===== config.mk =====
export PLATFORM = sky130hd
export DESIGN_NAME = sorted_priority_queue_unit_flat
export DESIGN_NICKNAME = d
export VERILOG_FILES = /design/src/rtl/spq_pkg.sv /design/src/rtl/spq_in_if.sv /design/src/rtl/spq_out_if.sv /design/src/rtl/sorted_priority_queue_unit.sv /design/src/rtl/spq_cell.sv /design/src/rtl/spq_ctrl.sv /design/src/flat_wrapper.sv
export VERILOG_INCLUDE_DIRS = /design/src /design/src/rtl
export SDC_FILE = /design/constraint.sdc
export NUM_CORES = 2
export LEC_CHECK = 0
export BUFFER_PORTS_ARGS = -buffer_cell sky130_fd_sc_hd__buf_2
export CAP_MARGIN = 15
export CORE_MARGIN = 8
export CORE_UTILIZATION = 56
export CTS_CLUSTER_SIZE = 28
export DETAILED_ROUTE_END_ITERATION = 8
export PLACE_DENSITY = 0.84
export SLEW_MARGIN = 25
export SYNTH_ARGS = -nofsm -noshare
export SYNTH_HDL_FRONTEND = slang
export SYNTH_SLANG_ARGS = --single-unit

===== constraint.sdc =====
create_clock -name i_clk -period 8.1 [get_ports i_clk]
set_clock_uncertainty 0.05 [all_clocks]
set_input_delay 0.405 -clock i_clk [delete_from_list [all_inputs] [get_ports i_clk]]
set_output_delay 0.405 -clock i_clk [all_outputs]
set_load 0.02 [all_outputs]

===== src/rtl/assert_macros.svh =====
// ----------------------------------------------------------------------------
// assert_macros.svh
// Assertion macros shared by the sorted priority queue RTL.
// ----------------------------------------------------------------------------
`ifndef ASSERT_MACROS_SVH
`define ASSERT_MACROS_SVH

// property must hold at every clock edge outside reset
`define SPQ_ASSERT(lbl, clk, rst_n, prop, msg) \
    lbl: assert property (@(posedge clk) disable iff (!rst_n) (prop)) \
        else $error(msg);

// consequent must hold in the cycle after the antecedent
`define SPQ_ASSERT_NEXT(lbl, clk, rst_n, ante, cons, msg) \
    lbl: assert property (@(posedge clk) disable iff (!rst_n) (ante) |=> (cons)) \
        else $error(msg);

`endif


===== src/rtl/spq_pkg.sv =====
// ----------------------------------------------------------------------------
// spq_pkg
// Types, codes and the priority relation of the sorted priority queue.
// ----------------------------------------------------------------------------
package spq_pkg;

    typedef logic [1:0] t_kind;
    localparam t_kind KIND_PUSH = 2'd0;
    localparam t_kind KIND_POP  = 2'd1;
    localparam t_kind KIND_PEEK = 2'd2;

    typedef logic [1:0] t_status;
    localparam t_status STAT_OK    = 2'd0;
    localparam t_status STAT_EMPTY = 2'd1;
    localparam t_status STAT_FULL  = 2'd2;

    localparam int unsigned OCC_W = 5;

    typedef enum logic {
        S_IDLE,
        S_BUSY
    } t_state;

    typedef struct packed {
        logic signed [31:0] value;
        logic signed [31:0] prio;
    } t_entry;

    typedef struct packed {
        logic   vld;
        logic   srch;
        t_entry ent;
    } t_wave;

    typedef struct packed {
        logic pop;
        logic order_mode;
    } t_chain_ctrl;

    typedef struct packed {
        logic signed [31:0] front_value;
        logic signed [31:0] front_priority;
        t_status            status;
        logic [OCC_W-1:0]   occupancy;
        logic               is_empty;
    } t_rsp;

    function automatic logic prio_rel(logic signed [31:0] a, logic signed [31:0] b,
                                      logic mode);
        return mode ? (a >= b) : (a <= b);
    endfunction

endpackage


===== src/rtl/spq_in_if.sv =====
// ----------------------------------------------------------------------------
// spq_in_if
// Command channel: push, pop or peek transactions with valid/ready.
// ----------------------------------------------------------------------------
interface spq_in_if import spq_pkg::*; ();

    logic               valid;
    logic               ready;
    t_kind              kind;
    logic signed [31:0] item_value;
    logic signed [31:0] item_priority;

    modport source (output valid, kind, item_value, item_priority, input ready);
    modport sink   (input valid, kind, item_value, item_priority, output ready);

endinterface


===== src/rtl/spq_out_if.sv =====
// ----------------------------------------------------------------------------
// spq_out_if
// Response channel: one result transaction per command, valid/ready.
// ----------------------------------------------------------------------------
interface spq_out_if import spq_pkg::*; ();

    logic                 valid;
    logic                 ready;
    logic signed [31:0]   front_value;
    logic signed [31:0]   front_priority;
    t_status              status;
    logic [OCC_W-1:0]     occupancy;
    logic                 is_empty;

    modport source (output valid, front_value, front_priority, status, occupancy,
                    is_empty, input ready);
    modport sink   (input valid, front_value, front_priority, status, occupancy,
                    is_empty, output ready);

endinterface


===== src/rtl/sorted_priority_queue_unit.sv =====
// ----------------------------------------------------------------------------
// sorted_priority_queue_unit
// Bounded priority queue of (value, priority) entries kept sorted in a chain
// of cells.
// ----------------------------------------------------------------------------
// Pop, peek, a refused push and an unused command are each done in the cycle
// in which they are accepted. On a push the new entry is registered on
// acceptance, reaches cell 0 in the next cycle and travels one cell per
// cycle, each cell either keeping its entry or swapping it for the travelling
// one, until the wave reaches the first free cell; no command is taken while
// that wave runs. Every result is held in an output register, so a new
// command is taken while the previous result is still waiting, as long as
// that result is taken in the same cycle or the register is empty. The order
// mode register may be written only while no command is in progress.
`include "assert_macros.svh"

module sorted_priority_queue_unit import spq_pkg::*; #(
    parameter int unsigned CAPACITY = 16
) (
    input  logic      i_clk,
    input  logic      i_rst_n,
    input  logic      i_cfg_we,
    input  logic      i_cfg_wdata,
    spq_in_if.sink    i_cmd,
    spq_out_if.source o_rsp
);

    localparam int unsigned CNT_W = $clog2(CAPACITY + 1);

    logic             r_order_mode;
    logic             w_pop;
    logic [CNT_W-1:0] w_count;
    t_chain_ctrl      w_chain_ctrl;
    t_wave            w_wave [CAPACITY+1];
    t_entry           w_ent  [CAPACITY+1];

    always_ff @(posedge i_clk) begin
        if (!i_rst_n) begin
            r_order_mode <= 1'b0;
        end else if (i_cfg_we) begin
            r_order_mode <= i_cfg_wdata;
        end
    end

    assign w_chain_ctrl = '{pop: w_pop, order_mode: r_order_mode};

    spq_ctrl #(
        .CAPACITY (CAPACITY),
        .CNT_W    (CNT_W)
    ) u_ctrl (
        .i_clk    (i_clk),
        .i_rst_n  (i_rst_n),
        .i_cmd    (i_cmd),
        .o_rsp    (o_rsp),
        .i_front  (w_ent[0]),
        .o_pop    (w_pop),
        .o_launch (w_wave[0]),
        .o_count  (w_count)
    );

    for (genvar k = 0; k < CAPACITY; k++) begin : g_cell
        spq_cell #(
            .IDX   (k),
            .CNT_W (CNT_W)
        ) u_cell (
            .i_clk      (i_clk),
            .i_rst_n    (i_rst_n),
            .i_ctrl     (w_chain_ctrl),
            .i_count    (w_count),
            .i_wave     (w_wave[k]),
            .o_wave     (w_wave[k+1]),
            .i_next_ent (w_ent[k+1]),
            .o_ent      (w_ent[k])
        );
    end

    // last cell refills from itself on a pop
    assign w_ent[CAPACITY] = w_ent[CAPACITY-1];

    `SPQ_ASSERT(a_no_spill, i_clk, i_rst_n, !w_wave[CAPACITY].vld, "entry shifted past the last cell")

endmodule


===== src/rtl/spq_cell.sv =====
// ----------------------------------------------------------------------------
// spq_cell
// One queue slot: holds an entry, takes part in the insertion wave and in
// the left shift of a pop.
// ----------------------------------------------------------------------------
`include "assert_macros.svh"

module spq_cell import spq_pkg::*; #(
    parameter int unsigned IDX   = 0,
    parameter int unsigned CNT_W = 5
) (
    input  logic             i_clk,
    input  logic             i_rst_n,
    input  t_chain_ctrl      i_ctrl,
    input  logic [CNT_W-1:0] i_count,
    input  t_wave            i_wave,
    output t_wave            o_wave,
    input  t_entry           i_next_ent,
    output t_entry           o_ent
);

    localparam logic [CNT_W-1:0] L_IDX  = CNT_W'(IDX);
    localparam bit               L_HEAD = (IDX == 0);

    t_entry r_ent, n_ent;
    t_wave  r_wave, n_wave;
    logic   w_occupied;
    logic   w_ins_here;

    assign w_occupied = (L_IDX < i_count);
    assign w_ins_here = L_HEAD ? prio_rel(i_wave.ent.prio, r_ent.prio, i_ctrl.order_mode)
                               : !prio_rel(r_ent.prio, i_wave.ent.prio, i_ctrl.order_mode);

    always_comb begin
        n_ent       = r_ent;
        n_wave.vld  = 1'b0;
        n_wave.srch = 1'b0;
        n_wave.ent  = r_ent;
        priority if (i_ctrl.pop) begin
            n_ent = i_next_ent;
        end else if (i_wave.vld && !w_occupied) begin
            n_ent = i_wave.ent;
        end else if (i_wave.vld && i_wave.srch && !w_ins_here) begin
            n_wave.vld  = 1'b1;
            n_wave.srch = 1'b1;
            n_wave.ent  = i_wave.ent;
        end else if (i_wave.vld) begin
            n_ent       = i_wave.ent;
            n_wave.vld  = 1'b1;
            n_wave.srch = 1'b0;
            n_wave.ent  = r_ent;
        end
    end

    always_ff @(posedge i_clk) begin
        r_ent <= n_ent;
    end

    always_ff @(posedge i_clk) begin
        if (!i_rst_n) begin
            r_wave.vld <= 1'b0;
        end else begin
            r_wave <= n_wave;
        end
    end

    assign o_wave = r_wave;
    assign o_ent  = r_ent;

    `SPQ_ASSERT(a_no_pop_in_wave, i_clk, i_rst_n, !(i_ctrl.pop && i_wave.vld), "pop during insertion")

endmodule


===== src/rtl/spq_ctrl.sv =====
// ----------------------------------------------------------------------------
// spq_ctrl
// Command decode, occupancy count, insertion wave launch and result register.
// ----------------------------------------------------------------------------
`include "assert_macros.svh"

module spq_ctrl import spq_pkg::*; #(
    parameter int unsigned CAPACITY = 16,
    parameter int unsigned CNT_W    = 5
) (
    input  logic             i_clk,
    input  logic             i_rst_n,
    spq_in_if.sink           i_cmd,
    spq_out_if.source        o_rsp,
    input  t_entry           i_front,
    output logic             o_pop,
    output t_wave            o_launch,
    output logic [CNT_W-1:0] o_count
);

    localparam logic [CNT_W-1:0] L_CAP = CNT_W'(CAPACITY);

    t_state           r_state, n_state;
    logic [CNT_W-1:0] r_count, n_count;
    logic [CNT_W-1:0] r_step, n_step;
    t_wave            r_launch, n_launch;
    logic             r_rsp_vld, n_rsp_vld;
    t_rsp             r_rsp, n_rsp;

    logic w_ready;
    logic w_accept;
    logic w_full;
    logic w_empty;
    logic w_is_push;
    logic w_is_pop;
    logic w_is_peek;
    logic w_do_push;
    logic w_do_pop;
    logic w_wave_done;

    // decode
    always_comb begin
        w_is_push = 1'b0;
        w_is_pop  = 1'b0;
        w_is_peek = 1'b0;
        unique case (i_cmd.kind)
            KIND_PUSH: w_is_push = 1'b1;
            KIND_POP:  w_is_pop  = 1'b1;
            KIND_PEEK: w_is_peek = 1'b1;
            default: ;
        endcase
    end

    assign w_full      = (r_count == L_CAP);
    assign w_empty     = (r_count == '0);
    assign w_accept    = i_cmd.valid && w_ready;
    assign w_do_push   = w_accept && w_is_push && !w_full;
    assign w_do_pop    = w_accept && w_is_pop && !w_empty;
    assign w_wave_done = (r_state == S_BUSY) && (r_step == r_count);

    // next state
    always_comb begin
        n_state = r_state;
        unique case (r_state)
            S_IDLE: if (w_do_push) begin
                n_state = S_BUSY;
            end
            S_BUSY: if (w_wave_done) begin
                n_state = S_IDLE;
            end
            default: n_state = S_IDLE;
        endcase
    end

    // state outputs
    always_comb begin
        w_ready = 1'b0;
        unique case (r_state)
            S_IDLE:  w_ready = !r_rsp_vld || o_rsp.ready;
            S_BUSY:  w_ready = 1'b0;
            default: w_ready = 1'b0;
        endcase
    end

    always_comb begin
        n_count = r_count;
        if (w_wave_done) begin
            n_count = r_count + 1'b1;
        end else if (w_do_pop) begin
            n_count = r_count - 1'b1;
        end
        n_step = (r_state == S_BUSY) ? r_step + 1'b1 : '0;
        n_launch.vld       = w_do_push;
        n_launch.srch      = 1'b1;
        n_launch.ent.value = i_cmd.item_value;
        n_launch.ent.prio  = i_cmd.item_priority;
    end

    always_comb begin
        n_rsp.front_value    = '0;
        n_rsp.front_priority = '0;
        n_rsp.status         = STAT_OK;
        n_rsp.occupancy      = OCC_W'(r_count);
        if (w_is_push && w_full) begin
            n_rsp.status = STAT_FULL;
        end else if (w_is_push) begin
            n_rsp.occupancy = OCC_W'(r_count + 1'b1);
        end else if ((w_is_pop || w_is_peek) && w_empty) begin
            n_rsp.status = STAT_EMPTY;
        end else if (w_is_pop || w_is_peek) begin
            n_rsp.front_value    = i_front.value;
            n_rsp.front_priority = i_front.prio;
            if (w_is_pop) begin
                n_rsp.occupancy = OCC_W'(r_count - 1'b1);
            end
        end
        n_rsp.is_empty = (n_rsp.occupancy == '0);
        n_rsp_vld = w_accept ? 1'b1 : (o_rsp.ready ? 1'b0 : r_rsp_vld);
    end

    always_ff @(posedge i_clk) begin
        if (!i_rst_n) begin
            r_state      <= S_IDLE;
            r_count      <= '0;
            r_step       <= '0;
            r_launch.vld <= 1'b0;
            r_rsp_vld    <= 1'b0;
        end else begin
            r_state   <= n_state;
            r_count   <= n_count;
            r_step    <= n_step;
            r_launch  <= n_launch;
            r_rsp_vld <= n_rsp_vld;
        end
    end

    always_ff @(posedge i_clk) begin
        if (w_accept) begin
            r_rsp <= n_rsp;
        end
    end

    assign i_cmd.ready          = w_ready;
    assign o_rsp.valid          = r_rsp_vld;
    assign o_rsp.front_value    = r_rsp.front_value;
    assign o_rsp.front_priority = r_rsp.front_priority;
    assign o_rsp.status         = r_rsp.status;
    assign o_rsp.occupancy      = r_rsp.occupancy;
    assign o_rsp.is_empty       = r_rsp.is_empty;
    assign o_pop                = w_do_pop;
    assign o_launch             = r_launch;
    assign o_count              = r_count;

    `SPQ_ASSERT_NEXT(a_pop_dec, i_clk, i_rst_n, w_do_pop, r_count == $past(r_count) - 1'b1, "pop count")
    `SPQ_ASSERT_NEXT(a_push_launch, i_clk, i_rst_n, w_do_push, (r_state == S_BUSY) && r_launch.vld && (r_step == '0), "push launch")
    `SPQ_ASSERT_NEXT(a_wave_end, i_clk, i_rst_n, w_wave_done, (r_state == S_IDLE) && (r_count == $past(r_count) + 1'b1), "wave end")
    `SPQ_ASSERT(a_count_bound, i_clk, i_rst_n, r_count <= L_CAP, "count overflow")

endmodule

===== src/flat_wrapper.sv =====
// flat-port wrapper written by rule: the top's interface ports become plain ports
module sorted_priority_queue_unit_flat import spq_pkg::*;
#(
    parameter int unsigned CAPACITY = 16
)
  (i_clk, i_rst_n, i_cfg_we, i_cfg_wdata, i_cmd_valid, i_cmd_kind, i_cmd_item_value, i_cmd_item_priority, i_cmd_ready, o_rsp_valid, o_rsp_front_value, o_rsp_front_priority, o_rsp_status, o_rsp_occupancy, o_rsp_is_empty, o_rsp_ready);
  spq_in_if i_cmd_i ();
  spq_out_if o_rsp_i ();
  input  logic i_clk;
  input  logic i_rst_n;
  input  logic i_cfg_we;
  input  logic i_cfg_wdata;
  input wire logic [$bits(i_cmd_i.valid)-1:0] i_cmd_valid;
  input wire logic [$bits(i_cmd_i.kind)-1:0] i_cmd_kind;
  input wire logic [$bits(i_cmd_i.item_value)-1:0] i_cmd_item_value;
  input wire logic [$bits(i_cmd_i.item_priority)-1:0] i_cmd_item_priority;
  output wire logic [$bits(i_cmd_i.ready)-1:0] i_cmd_ready;
  output wire logic [$bits(o_rsp_i.valid)-1:0] o_rsp_valid;
  output wire logic [$bits(o_rsp_i.front_value)-1:0] o_rsp_front_value;
  output wire logic [$bits(o_rsp_i.front_priority)-1:0] o_rsp_front_priority;
  output wire logic [$bits(o_rsp_i.status)-1:0] o_rsp_status;
  output wire logic [$bits(o_rsp_i.occupancy)-1:0] o_rsp_occupancy;
  output wire logic [$bits(o_rsp_i.is_empty)-1:0] o_rsp_is_empty;
  input wire logic [$bits(o_rsp_i.ready)-1:0] o_rsp_ready;
  assign i_cmd_i.valid = i_cmd_valid;
  assign i_cmd_i.kind = i_cmd_kind;
  assign i_cmd_i.item_value = i_cmd_item_value;
  assign i_cmd_i.item_priority = i_cmd_item_priority;
  assign i_cmd_ready = i_cmd_i.ready;
  assign o_rsp_valid = o_rsp_i.valid;
  assign o_rsp_front_value = o_rsp_i.front_value;
  assign o_rsp_front_priority = o_rsp_i.front_priority;
  assign o_rsp_status = o_rsp_i.status;
  assign o_rsp_occupancy = o_rsp_i.occupancy;
  assign o_rsp_is_empty = o_rsp_i.is_empty;
  assign o_rsp_i.ready = o_rsp_ready;
  sorted_priority_queue_unit #(.CAPACITY(CAPACITY)) u_core (.i_clk(i_clk), .i_rst_n(i_rst_n), .i_cfg_we(i_cfg_we), .i_cfg_wdata(i_cfg_wdata), .i_cmd(i_cmd_i), .o_rsp(o_rsp_i));
endmodule

==> impl_metrics.json <==
{
  "yosys_warnings": 0,
  "finalCritPeriodShare_pct": 61.1,
  "core_um2": 180000,
  "min-delay-start": "i_cmd_valid",
  "via_per_inst": 5.81,
  "synth_top_area_share_pct": 63.2,
  "routed_wl_mm": 219,
  "vias": 62500,
  "grt-ovfl-total": 0,
  "critPathKind": "reg2reg",
  "yosys.cell_count.top_type": "edfxtp_1",
  "first_pass_iters": 6,
  "cts.sinks": 2164,
  "final_nets": 8790,
  "synth_flop_cell": "edfxtp_1",
  "ys_ff_latch": 2164,
  "syn_inst": 8053,
  "synth_xor_area_share_pct": 0.371,
  "power.density_nw_per_um2": 215,
  "diodes": 0,
  "worstPathCellList": "nor3_1 > nand2_1 > nand3_4 > buf_4 > buf_4 > buf_6 > nand2_1 > nand2_1",
  "cp-end-kind": "register",
  "setup_ws_ns": 3.15,
  "async_reset_ff_share_pct": 0,
  "cp_slowest_stage_delay_ns": 0.84,
  "hold_path_depth": 2,
  "io-pin-count": 146,
  "r2r_slack_ns": 3.15,
  "path_delay_family": "buffers and inverters",
  "cts_made_buffers": 206,
  "rr_endpoint": "u_core.g_cell[1].u_cell.o_ent[44]",
  "yosys.area_share.simple_pct": 10.2,
  "first_iter_violations": 6555,
  "cap_viol_max_count": 0,
  "start_kind": "register",
  "dieArea_um2": 195000,
  "hold_path_end": "u_core.u_ctrl.o_rsp.occupancy[1]",
  "synth_common_cells": "edfxtp_1 (2135), nand2_1 (2132), mux2_2 (796)",
  "use_met1_pct": 30.8,
  "cp_max_fo": 102,
  "setup_viol": 0,
  "gp_congestion": 0.871,
  "required_ns": 8.75,
  "grtUsageMet2_pct": 34.4,
  "antenna_left": 0,
  "grt_start_max_net_pins": 269,
  "syn_area_um2": 101000,
  "synthMuxAreaShare_pct": 10.7,
  "post_cts_buffers": 0,
  "grt_setup_unrepaired": "false",
  "area_growth_pct": 10.7,
  "cp.depth": 8,
  "clk_latency_ns": 0.85,
  "cp_common_cell": "nand2_1",
  "max-clock-path-buffers": 3,
  "startpoint": "u_core.u_ctrl.o_count[4]",
  "die_y_um": 442,
  "synth_cell_types": 62,
  "synth_edf_count": 2135,
  "ir_drop_v": 0.000258,
  "maxSlewHeadroom_pct": 28.3,
  "syn_nets": 8644,
  "grtUsageTotal_pct": 21.5,
  "drc_errors": 0,
  "min_path_type": "in2reg",
  "htreeDepth": 4,
  "clk_pin_slew_ns": 0.06,
  "wl_per_cell_um": 20.4,
  "synth_area_leaders": "edfxtp_1 (63%), mux2_2 (8.8%), nand2_1 (7.9%)",
  "pre_cts_slack_ns": 3.08,
  "max_freq_ghz": 0.202,
  "synth_adder_area_share_pct": 6.40,
  "gr-max-usage-layer": "met2",
  "avgSynthCellArea_um2": 12.6,
  "met3_usage_pct": 3.25,
  "crit_buf_inv": 3,
  "crit_slowest_cell": "buf_4",
  "io_buffers": 145,
  "start_util_pct": 56.3,
  "power.total_w": 0.0242,
  "grt_pass1_vias": 62800,
  "drive_above_1_share_pct": 16.2,
  "report.final.slew_viol_count": 0,
  "ys_seq_area_share_pct": 63.7,
  "cellLeakagePower_nw": 43.1,
  "synth_compound_area_share_pct": 4.91,
  "status": "finished clean",
  "final_util_pct": 62.3,
  "cts_tree": "built",
  "r2r-start": "u_core.u_ctrl.o_count[4]",
  "synth_top_family_by_area": "multiplexers",
  "die_w_um": 442,
  "grt_pass1_wl_mm": 351,
  "tightest_slew_ns": 1.08,
  "final_hold_viol_count": 0,
  "fp-row-count": 156,
  "period_minus_slack_ns": 4.95,
  "root_buffer": "clkbuf_16",
  "ctsResizeCount": 0,
  "yosysTopAreaCell": "edfxtp_1",
  "worstPathArrival_ns": 5.60,
  "hpwl_mm": 139,
  "reg2reg_depth": 8,
  "antenna_found_initial": 1
}
-- metrics by stage --
stage / hold WS [ns] / cell area [um^2] / instances / TNS, ns
finish: 0.110 / 112000 / 10700 / 0
global route: 0.0621 / 112000 / 10700 / 0
CTS: 0.0450 / 112000 / 10700 / 0
detailed placement: 0.355 / 104000 / 10300 / 0
global placement: 0.351 / 104000 / 10300 / 0
floorplan: 0.350 / 101000 / 8053 / -13.98
-- cell families after synthesis --
group           Yosys count
mux                     962
buf+inv                 909
compound gates          911
simple gates           2545
xor+xnor                 43
fa+ha+maj               519
flops                  2164
-- cell usage in the layout, fill, tap and decap left out, types with 52 or more instances in the layout --
master / synthesis / routed
mux2_1: 164 / 164
nand2_1: 2132 / 2132
buf_2: 47 / 144
dlygate4sd3_1: 0 / 68
clkbuf_16: 0 / 206
nor3_1: 57 / 57
nand4_1: 97 / 97
inv_1: 565 / 565
mux2_2: 796 / 796
nand3_1: 58 / 57
edfxtp_1: 2135 / 2135
a21oi_1: 247 / 246
buf_4: 20 / 52
o21ai_0: 530 / 518
nor2_1: 59 / 57
ha_1: 519 / 519
-- power by group --
| part | internal, W | switching [W] |
|---|---|---|
| Sequential | 0.0127 | 0.000201 |
| Combinational | 0.000403 | 0.000786 |
| Clock | 0.00581 | 0.00431 |
| Total | 0.0189 | 0.00530 |
-- sequential cells by signal, summed over array words and instances (netlist names), 2 cells and up --
register / cells
u_core.u_ctrl.o_rsp.front_priority: 32
u_core.u_ctrl.o_rsp.status: 2
u_core.u_ctrl.o_rsp.front_value: 32
u_core.u_ctrl.o_count: 5
u_core.g_cell.u_cell.o_ent: 1024
u_core.u_ctrl.o_launch: 65
u_core.g_cell.u_cell.o_wave: 990
u_core.u_ctrl.o_rsp.occupancy: 5
u_core.u_ctrl.r_step: 5
-- timing repair --
item | in CTS | in global routing
setup endpoints to repair | 0 | 0
hold endpoints to repair | 71 | 0
hold buffers | 68 | 0
-- per-layer routing --
metal	share of wire (%)	up-vias	wire length, um
li1	-	29000	-
met1	44	30700	97400
met2	46	2339	102000
met3	6.3	349	13800
met4	2.8	0	6090
met5	0	-	0
-- final cells by class --
cell class / count / area, um^2
fillers: 12700 / 68000
flip-flops and latches: 2164 / 64700
multi-input cells: 4980 / 33400
clock buffers: 246 / 5340
well taps: 2370 / 2970
repair buffers: 282 / 2150
inverters: 565 / 2120
clock inverters: 140 / 1730
-- how the worst max path moves through the flow --
stage	endpoint	slack, ns
floorplan	u_core.g_cell[7].u_cell.o_ent[0]	-0.11
global placement	u_core.g_cell[1].u_cell.o_ent[49]	3.33
detailed placement	u_core.g_cell[1].u_cell.o_ent[48]	3.08
CTS	u_core.g_cell[1].u_cell.o_ent[44]	3.01
global route	u_core.g_cell[1].u_cell.o_ent[38]	2.88
finish	u_core.g_cell[1].u_cell.o_ent[44]	3.15
Note: power is estimated with default switching activity, not from simulation.
